### config.mk
export PLATFORM = sky130hd
export DESIGN_NAME = crc_bit_serial_generator_top
export DESIGN_NICKNAME = d
export VERILOG_FILES = /design/src/rtl/cbsg_pkg.sv /design/src/rtl/cbsg_front.sv /design/src/rtl/cbsg_back.sv /design/src/rtl/crc_bit_serial_generator_top.sv
export SDC_FILE = /design/constraint.sdc
export NUM_CORES = 1
export LEC_CHECK = 0
export ABC_CLOCK_PERIOD_IN_PS = 4400
export BUFFER_PORTS_ARGS = -buffer_cell sky130_fd_sc_hd__buf_2
export CAP_MARGIN = 30
export CORE_UTILIZATION = 40
export DETAILED_ROUTE_END_ITERATION = 10
export HOLD_SLACK_MARGIN = 0.05
export SKIP_LAST_GASP = 1
export SLEW_MARGIN = 5
export SYNTH_ARGS = -nofsm -noshare
export SYNTH_HDL_FRONTEND = slang
export SYNTH_HIERARCHICAL = 1
export SYNTH_SLANG_ARGS = --single-unit
### constraint.sdc
create_clock -name clk -period 4.4 [get_ports clk]
set_clock_uncertainty 0.15 [all_clocks]
set_input_delay 0.66 -clock clk [delete_from_list [all_inputs] [get_ports clk]]
set_output_delay 0.66 -clock clk [all_outputs]
set_load 0.005 [all_outputs]
### src/rtl/cbsg_pkg.sv
// Shared types and constants for the bit-serial CRC generator.
package cbsg_pkg;

	// Width of the configuration register index.
	localparam int unsigned CFG_IDX_W = 2;

	// Configuration register indexes.
	localparam logic [CFG_IDX_W-1:0] CFG_GEN_POLY  = 2'd0;
	localparam logic [CFG_IDX_W-1:0] CFG_CRC_WIDTH = 2'd1;

	// Field widths and register reset values.
	localparam int unsigned POLY_W = 32;
	localparam int unsigned CW_W   = 6;
	localparam logic [POLY_W-1:0] GEN_POLY_RST  = 32'd3;
	localparam logic [CW_W-1:0]   CRC_WIDTH_RST = 6'd3;

	// One message bit as it waits between the front and back ends.
	typedef struct packed {
		logic data;
		logic last;
	} item_t;

	// Back-end sequencer states.
	typedef enum logic {
		ST_RUN,
		ST_DRAIN
	} back_state_t;

endpackage

### src/rtl/cbsg_front.sv
// Front end: accepts message bits into a two-entry queue for the back end.
module cbsg_front (
	input  logic           clk,
	input  logic           arst_n,
	input  logic           push,
	output logic           full,
	input  logic           data_bit,
	input  logic           last_bit,
	output logic           item_valid,
	output cbsg_pkg::item_t item,
	input  logic           item_take
);

	cbsg_pkg::item_t slot_q [2];
	logic       wr_ptr_q;
	logic       rd_ptr_q;
	logic [1:0] count_q;
	logic       do_push;
	logic       do_pop;

	assign full       = (count_q == 2'd2);
	assign item_valid = (count_q != 2'd0);
	assign item       = slot_q[rd_ptr_q];
	assign do_push    = push && !full;
	assign do_pop     = item_take && item_valid;

	always_ff @(posedge clk) begin
		if (do_push) begin
			slot_q[wr_ptr_q] <= '{data: data_bit, last: last_bit};
		end
	end

	always_ff @(posedge clk or negedge arst_n) begin
		if (!arst_n) begin
			wr_ptr_q <= 1'b0;
			rd_ptr_q <= 1'b0;
			count_q  <= 2'd0;
		end else begin
			if (do_push) begin
				wr_ptr_q <= ~wr_ptr_q;
			end
			if (do_pop) begin
				rd_ptr_q <= ~rd_ptr_q;
			end
			case ({do_push, do_pop})
				2'b10:   count_q <= count_q + 2'd1;
				2'b01:   count_q <= count_q - 2'd1;
				default: count_q <= count_q;
			endcase
		end
	end

endmodule

### src/rtl/cbsg_back.sv
// Back end: remainder register, check-bit drain and the result register.
module cbsg_back #(
	parameter int unsigned MAX_CRC_WIDTH = 32
) (
	input  logic                          clk,
	input  logic                          arst_n,
	input  logic                          item_valid,
	input  cbsg_pkg::item_t               item,
	output logic                          item_take,
	input  logic [cbsg_pkg::POLY_W-1:0]   gen_poly,
	input  logic [cbsg_pkg::CW_W-1:0]     crc_width,
	output logic                          empty,
	input  logic                          pop,
	output logic                          code_bit,
	output logic                          end_of_code
);

	localparam int unsigned IDX_W = (MAX_CRC_WIDTH > 1) ? $clog2(MAX_CRC_WIDTH) : 1;
	localparam int unsigned W_W   = $clog2(MAX_CRC_WIDTH + 1);

	cbsg_pkg::back_state_t state_q, state_d;
	logic [MAX_CRC_WIDTH-1:0] rem_q, rem_d;
	logic [IDX_W-1:0]         cnt_q, cnt_d;
	logic                     out_valid_q, out_valid_d;
	logic                     out_bit_q, out_end_q;
	logic                     out_bit_d, out_end_d;
	logic                     load_out;
	logic                     advance;

	logic [W_W-1:0]                      w_eff;
	logic [IDX_W-1:0]                    wm1;
	logic [MAX_CRC_WIDTH-1:0]            mask;
	logic [MAX_CRC_WIDTH+cbsg_pkg::POLY_W-1:0] poly_ext;
	logic [MAX_CRC_WIDTH-1:0]            poly_m;
	logic [MAX_CRC_WIDTH-1:0]            rem_m;
	logic [MAX_CRC_WIDTH-1:0]            rem_step;
	logic                                fb;

	// Degree is clamped to the range the remainder register can hold.
	always_comb begin
		if (crc_width == '0) begin
			w_eff = W_W'(1);
		end else if (7'(crc_width) > 7'(MAX_CRC_WIDTH)) begin
			w_eff = W_W'(MAX_CRC_WIDTH);
		end else begin
			w_eff = W_W'(crc_width);
		end
		wm1 = IDX_W'(w_eff - W_W'(1));
		for (int i = 0; i < MAX_CRC_WIDTH; i++) begin
			mask[i] = (i < int'(w_eff));
		end
	end

	assign poly_ext = {{MAX_CRC_WIDTH{1'b0}}, gen_poly};
	assign poly_m   = poly_ext[MAX_CRC_WIDTH-1:0] & mask;
	assign rem_m    = rem_q & mask;
	assign fb       = item.data ^ rem_m[wm1];
	assign rem_step = ((rem_m << 1) & mask) ^ (fb ? poly_m : '0);

	assign advance   = !out_valid_q || pop;
	assign item_take = (state_q == cbsg_pkg::ST_RUN) && item_valid && advance;

	always_comb begin
		state_d   = state_q;
		rem_d     = rem_q;
		cnt_d     = cnt_q;
		load_out  = 1'b0;
		out_bit_d = 1'b0;
		out_end_d = 1'b0;
		case (state_q)
			cbsg_pkg::ST_RUN: begin
				if (item_take) begin
					load_out  = 1'b1;
					out_bit_d = item.data;
					rem_d     = rem_step;
					if (item.last) begin
						state_d = cbsg_pkg::ST_DRAIN;
						cnt_d   = wm1;
					end
				end
			end
			cbsg_pkg::ST_DRAIN: begin
				// Check bits leave most significant first; the register clears
				// with the final one.
				if (advance) begin
					load_out  = 1'b1;
					out_bit_d = rem_q[cnt_q];
					if (cnt_q == '0) begin
						out_end_d = 1'b1;
						rem_d     = '0;
						state_d   = cbsg_pkg::ST_RUN;
					end else begin
						cnt_d = cnt_q - IDX_W'(1);
					end
				end
			end
			default: begin
				state_d = cbsg_pkg::ST_RUN;
			end
		endcase
		out_valid_d = load_out || (out_valid_q && !pop);
	end

	always_ff @(posedge clk or negedge arst_n) begin
		if (!arst_n) begin
			state_q     <= cbsg_pkg::ST_RUN;
			rem_q       <= '0;
			cnt_q       <= '0;
			out_valid_q <= 1'b0;
		end else begin
			state_q     <= state_d;
			rem_q       <= rem_d;
			cnt_q       <= cnt_d;
			out_valid_q <= out_valid_d;
		end
	end

	always_ff @(posedge clk) begin
		if (load_out) begin
			out_bit_q <= out_bit_d;
			out_end_q <= out_end_d;
		end
	end

	assign empty       = !out_valid_q;
	assign code_bit    = out_bit_q;
	assign end_of_code = out_end_q;

endmodule

### src/rtl/crc_bit_serial_generator_top.sv
// Top level of the bit-serial CRC generator with a programmable polynomial.
// Message bits enter one per transfer, most significant first, and each one
// comes out unchanged as a code bit via the queue and the output register;
// the bit marked last is followed by the w check bits of the remainder, most
// significant first, with end_of_code set on the final one. Sustained rate is
// one message bit per cycle while the output is popped: the back end retires
// one result per cycle, but after a last bit the w check bits occupy it while
// a two-entry queue takes input until it fills. The degree w is crc_width
// clamped to 1..MAX_CRC_WIDTH, and gen_poly bits at or above w are ignored.
// Configuration writes are always ready and take effect for the next bit.
module crc_bit_serial_generator_top #(
	parameter int unsigned MAX_CRC_WIDTH = 32
) (
	input  logic                           clk,
	input  logic                           arst_n,
	input  logic                           push,
	output logic                           full,
	input  logic                           data_bit,
	input  logic                           last_bit,
	output logic                           empty,
	input  logic                           pop,
	output logic                           code_bit,
	output logic                           end_of_code,
	input  logic                           cfg_valid,
	output logic                           cfg_ready,
	input  logic [cbsg_pkg::CFG_IDX_W-1:0] cfg_index,
	input  logic [cbsg_pkg::POLY_W-1:0]    cfg_data
);

	logic [cbsg_pkg::POLY_W-1:0] gen_poly_q;
	logic [cbsg_pkg::CW_W-1:0]   crc_width_q;
	logic                        item_valid;
	logic                        item_take;
	cbsg_pkg::item_t             item;

	assign cfg_ready = 1'b1;

	always_ff @(posedge clk or negedge arst_n) begin
		if (!arst_n) begin
			gen_poly_q  <= cbsg_pkg::GEN_POLY_RST;
			crc_width_q <= cbsg_pkg::CRC_WIDTH_RST;
		end else if (cfg_valid && cfg_ready) begin
			case (cfg_index)
				cbsg_pkg::CFG_GEN_POLY:  gen_poly_q  <= cfg_data;
				cbsg_pkg::CFG_CRC_WIDTH: crc_width_q <= cfg_data[cbsg_pkg::CW_W-1:0];
				default: ;
			endcase
		end
	end

	cbsg_front u_front (
		.clk        (clk),
		.arst_n     (arst_n),
		.push       (push),
		.full       (full),
		.data_bit   (data_bit),
		.last_bit   (last_bit),
		.item_valid (item_valid),
		.item       (item),
		.item_take  (item_take)
	);

	cbsg_back #(
		.MAX_CRC_WIDTH (MAX_CRC_WIDTH)
	) u_back (
		.clk         (clk),
		.arst_n      (arst_n),
		.item_valid  (item_valid),
		.item        (item),
		.item_take   (item_take),
		.gen_poly    (gen_poly_q),
		.crc_width   (crc_width_q),
		.empty       (empty),
		.pop         (pop),
		.code_bit    (code_bit),
		.end_of_code (end_of_code)
	);

endmodule
==> results.yml <==
synthesis:
  ys_warn_count: 6
  async_flop_share: 0.931
  synth_seq_cells: 87
  netlist_area_sq_um: 5600
  syn_avg_cell_area_sq_um: 9.87
  syn-num-nets: 612
  synth_cells: 567
  ys.flop_type: "dfrtp_1"
  ys_types: 72
  synth-edff-count: 6
  yosysSeqAreaShare: 0.395
floorplanning:
  rows: 42
  die_y_um: 120
  io_pins: 46
  die-area_sq_um: 14500
  start_util: 0.416
  fp.dieW_um: 120
  core_area_sq_um: 13500
routing:
  dr.pass1.iters: 4
  routedWlPerCell_um: 21.0
  drt-initial-drc-count: 428
  drt_wl_total_mm: 16.5
  routed-via-count: 4733
  route.detailed.drc: 0
  ant_nets: 0
  vias_per_cell: 6.05
final_layout:
  fin_nets: 646
  fin_util: 0.466
  drive_above_1_share: 0.259
  area_growth_syn_to_layout_pct: 12.0
  antennaDiodeCount: 0
  fill_cells: 1300
worst_setup_path:
  crit_path_start_kind: "register"
  cp_slowest_stage_delay_ns: 0.49
  path_common_cell: "buf_4"
  crit_fanout: 22
  worst-setup-path-type: "register to register"
  required_ns: 4.49
  cp.arrival_ns: 4.18
  cp_slowest_cell: "mux2_4"
  crit_path_end_kind: "register"
  crit_chain: "nor4_4, o21a_1, buf_4, ha_2, buf_4, nor2_1, nand3b_1, mux2_2, o221ai_1, o32ai_1, mux2_4, o31ai_1, xor2_1, a32o_1"
clock_network:
  worstSkewPairLatency_ns: 0.35
  h-tree-depth: 3
  cts_root_buffer: "clkbuf_16"
  cts_buffers: 9
  cts_setup_buffers: 0
  hold_buffers: 0
  cts_tree: "built"
  clk_pin_slew_ns: 0.06
  clkSinkCount: 87
  clock_path_buffers: 2
pwr:
  vdd.ir_drop.worst_v: 0.000275
  seqPwrFrac: 0.345
  pwr_density_cell_nw_per_um2: 641
  power_frac_comb: 0.477
  clkPwrFrac: 0.178
  switching_share: 0.431
  p_total_mw: 4.02
  p_switching_mw: 1.73
  intPower_mw: 2.29
  leakagePower_nw: 2.59
global_route:
  grt_pass1_wl_mm: 26.4
  antenna_found_initial: 0
  use_met3: 0.0434
  grt-ovfl-total: 0
  met2_usage: 0.382
  grt_max_degree: 45
  met1_usage: 0.320
  grt_use_total: 0.241
  grt.busiest_layer: "met2"
  grt_pass1_vias: 4632
sta:
  finalSetupViolCount: 0
  final.min_clock_period_ns: 4.09
  tightestPinTransition_ns: 0.854
  max_slew_margin: 0.426
  fmax_mhz: 244
  finalHoldViolations: 0
  setup_tns_ns: 0
  finalMaxSlewViolations: 0
  setup_ws_ns: 0.307
  rsz0062_at_grt: "no"
  fin_crit_sh: 0.930
placement:
  io_buffer_count: 44
  pre_cts_ws_ns: 0.256
  gp_congestion: 1.02
  hpwl_mm: 12.0
outcome:
  status: "complete, no violations"
run:
  maxCapViolCount: 0
hold_path:
  hold_path_class: "input pin to asynchronous set/reset pin"
==> layout make-up <==
type / instances / area (sq um) / area share
Inverter: 14 / 52.6 / 0.00838
Clock inverter: 1 / 5.00 / 0.000798
Multi-Input combinational cell: 420 / 3080 / 0.492
Sequential cell: 87 / 2210 / 0.353
Timing Repair Buffer: 69 / 430 / 0.0686
Clock buffer: 15 / 268 / 0.0427
Tap cell: 176 / 220 / 0.0351
==> flip-flops by register name, indices dropped and copies added (netlist names) <==
name and count:
gen_poly_q 32, u_front/count_q 2, u_front/wr_ptr_q 1, u_back/code_bit 1
u_back/end_of_code 1, u_back/out_valid_q 1, u_back/state_q 1, u_front/rd_ptr_q 1
crc_width_q 6, u_front/slot_q 4, u_back/cnt_q 5, u_back/rem_q 32
==> power by group through the flow <==
stage	logic [mW]	registers [mW]	clock network (mW)
final	1.92	1.39	0.716
after CTS	1.89	1.38	0.731
after global placement	1.87	1.39	0
after global routing	2.08	1.42	0.768
after floorplan	1.50	1.22	0
after detailed placement	1.89	1.39	0
==> synthesized netlist by cell type (3+ instances only) <==
cell,count,area share
a22o_1,5,0.0078
nand2b_1,11,0.012
dfrtp_1,77,0.34
buf_2,11,0.0098
nand2_1,54,0.036
or3_1,4,0.0045
and3_1,7,0.0078
xor2_1,15,0.023
a31oi_1,5,0.0056
and2_1,4,0.0045
o31ai_1,22,0.030
nand3_1,14,0.013
inv_1,13,0.0087
o2111ai_1,4,0.0063
edfxtp_1,6,0.032
o311ai_0,4,0.0063
mux4_2,4,0.016
o22ai_1,5,0.0056
a32o_1,14,0.025
nor2b_1,7,0.0078
o21a_1,4,0.0054
a21oi_1,20,0.018
a21o_1,3,0.0040
buf_6,9,0.018
mux2_2,39,0.078
clkbuf_1,21,0.014
mux2i_1,16,0.029
o211ai_1,3,0.0040
xnor2_1,15,0.023
nor2_1,30,0.020
ha_1,4,0.0089
o21ai_0,36,0.032
nor3_1,11,0.0098
o31ai_2,9,0.020
dfstp_2,4,0.019
nand3b_1,4,0.0054
nand4_1,3,0.0034
==> per-stage QoR <==
stage,instances,hold WS [ns],cell area [sq um]
floorplan,567,0.214,5600
global placement,765,0.324,5960
detailed placement,766,0.328,5990
CTS,782,0.148,6260
global route,782,0.168,6270
finish,782,0.131,6270
==> metal layers <==
metal / part of all wire / vias up
li1: - / 2167
met1: 0.44 / 2333
met5: 0 / -
met3: 0.065 / 40
met2: 0.47 / 193
met4: 0.032 / 0
==> what timing repair did <==
item                                    in CTS  in global routing
resized for setup                            0                  2
hold endpoints to repair                     0                  0
endpoints found under the setup margin       0                  3
==> cell families after synthesis <==
logic type	count (synthesis)	synth area share
fa+ha+maj	4	0.00894
mux	63	0.133
buf+inv	60	0.0563
compound gates	162	0.216
flops	87	0.395
xor+xnor	30	0.0469
other cells	1	0.000670
simple gates	160	0.143
==> path summary, 6_finish.rpt <==
kind                                                start                             end  slack [ns]  cells after the start
min                                                arst_n    u_front/rd_ptr_q$_DFFE_PN0P_        0.13                      1
max in group asynchronous                          arst_n      crc_width_q[0]$_DFFE_PN1P_        3.30                      2
max                            crc_width_q[4]$_DFFE_PN0P_    u_back/rem_q[17]$_DFFE_PN0P_        0.31                     14
min reg2reg                u_front/count_q[1]$_DFFE_PN0P_  u_front/count_q[1]$_DFFE_PN0P_        0.34                      1
max reg2reg                    crc_width_q[4]$_DFFE_PN0P_    u_back/rem_q[17]$_DFFE_PN0P_        0.31                     14
min in group clk           u_front/count_q[1]$_DFFE_PN0P_  u_front/count_q[1]$_DFFE_PN0P_        0.34                      1
==> placed cells by master (no fill, tap or decap), types with 11 or more instances in the layout <==
master	Yosys	routed
xor2_1	15	15
buf_4	2	25
nor2_1	30	29
buf_2	11	43
o21ai_0	36	36
nand2_1	54	54
o31ai_1	22	22
mux2i_1	16	16
a21oi_1	20	20
mux2_2	39	39
nand3_1	14	13
dfrtp_1	77	77
a32o_1	14	14
nand2b_1	11	11
inv_1	13	13
nor3_1	11	11
xnor2_1	15	15
==> worst max-delay path: cells and delay by family, from the launching register on <==
| kind | cells | cell delay [ns] |
|---|---|---|
| xor+xnor | 1 | 0.11 |
| fa+ha+maj | 1 | 0.20 |
| buf+inv | 2 | 0.34 |
| flops | 1 | 0.41 |
| compound gates | 5 | 1.30 |
| mux | 2 | 0.77 |
| simple gates | 3 | 0.69 |
Power figures use the tool's default switching activity.
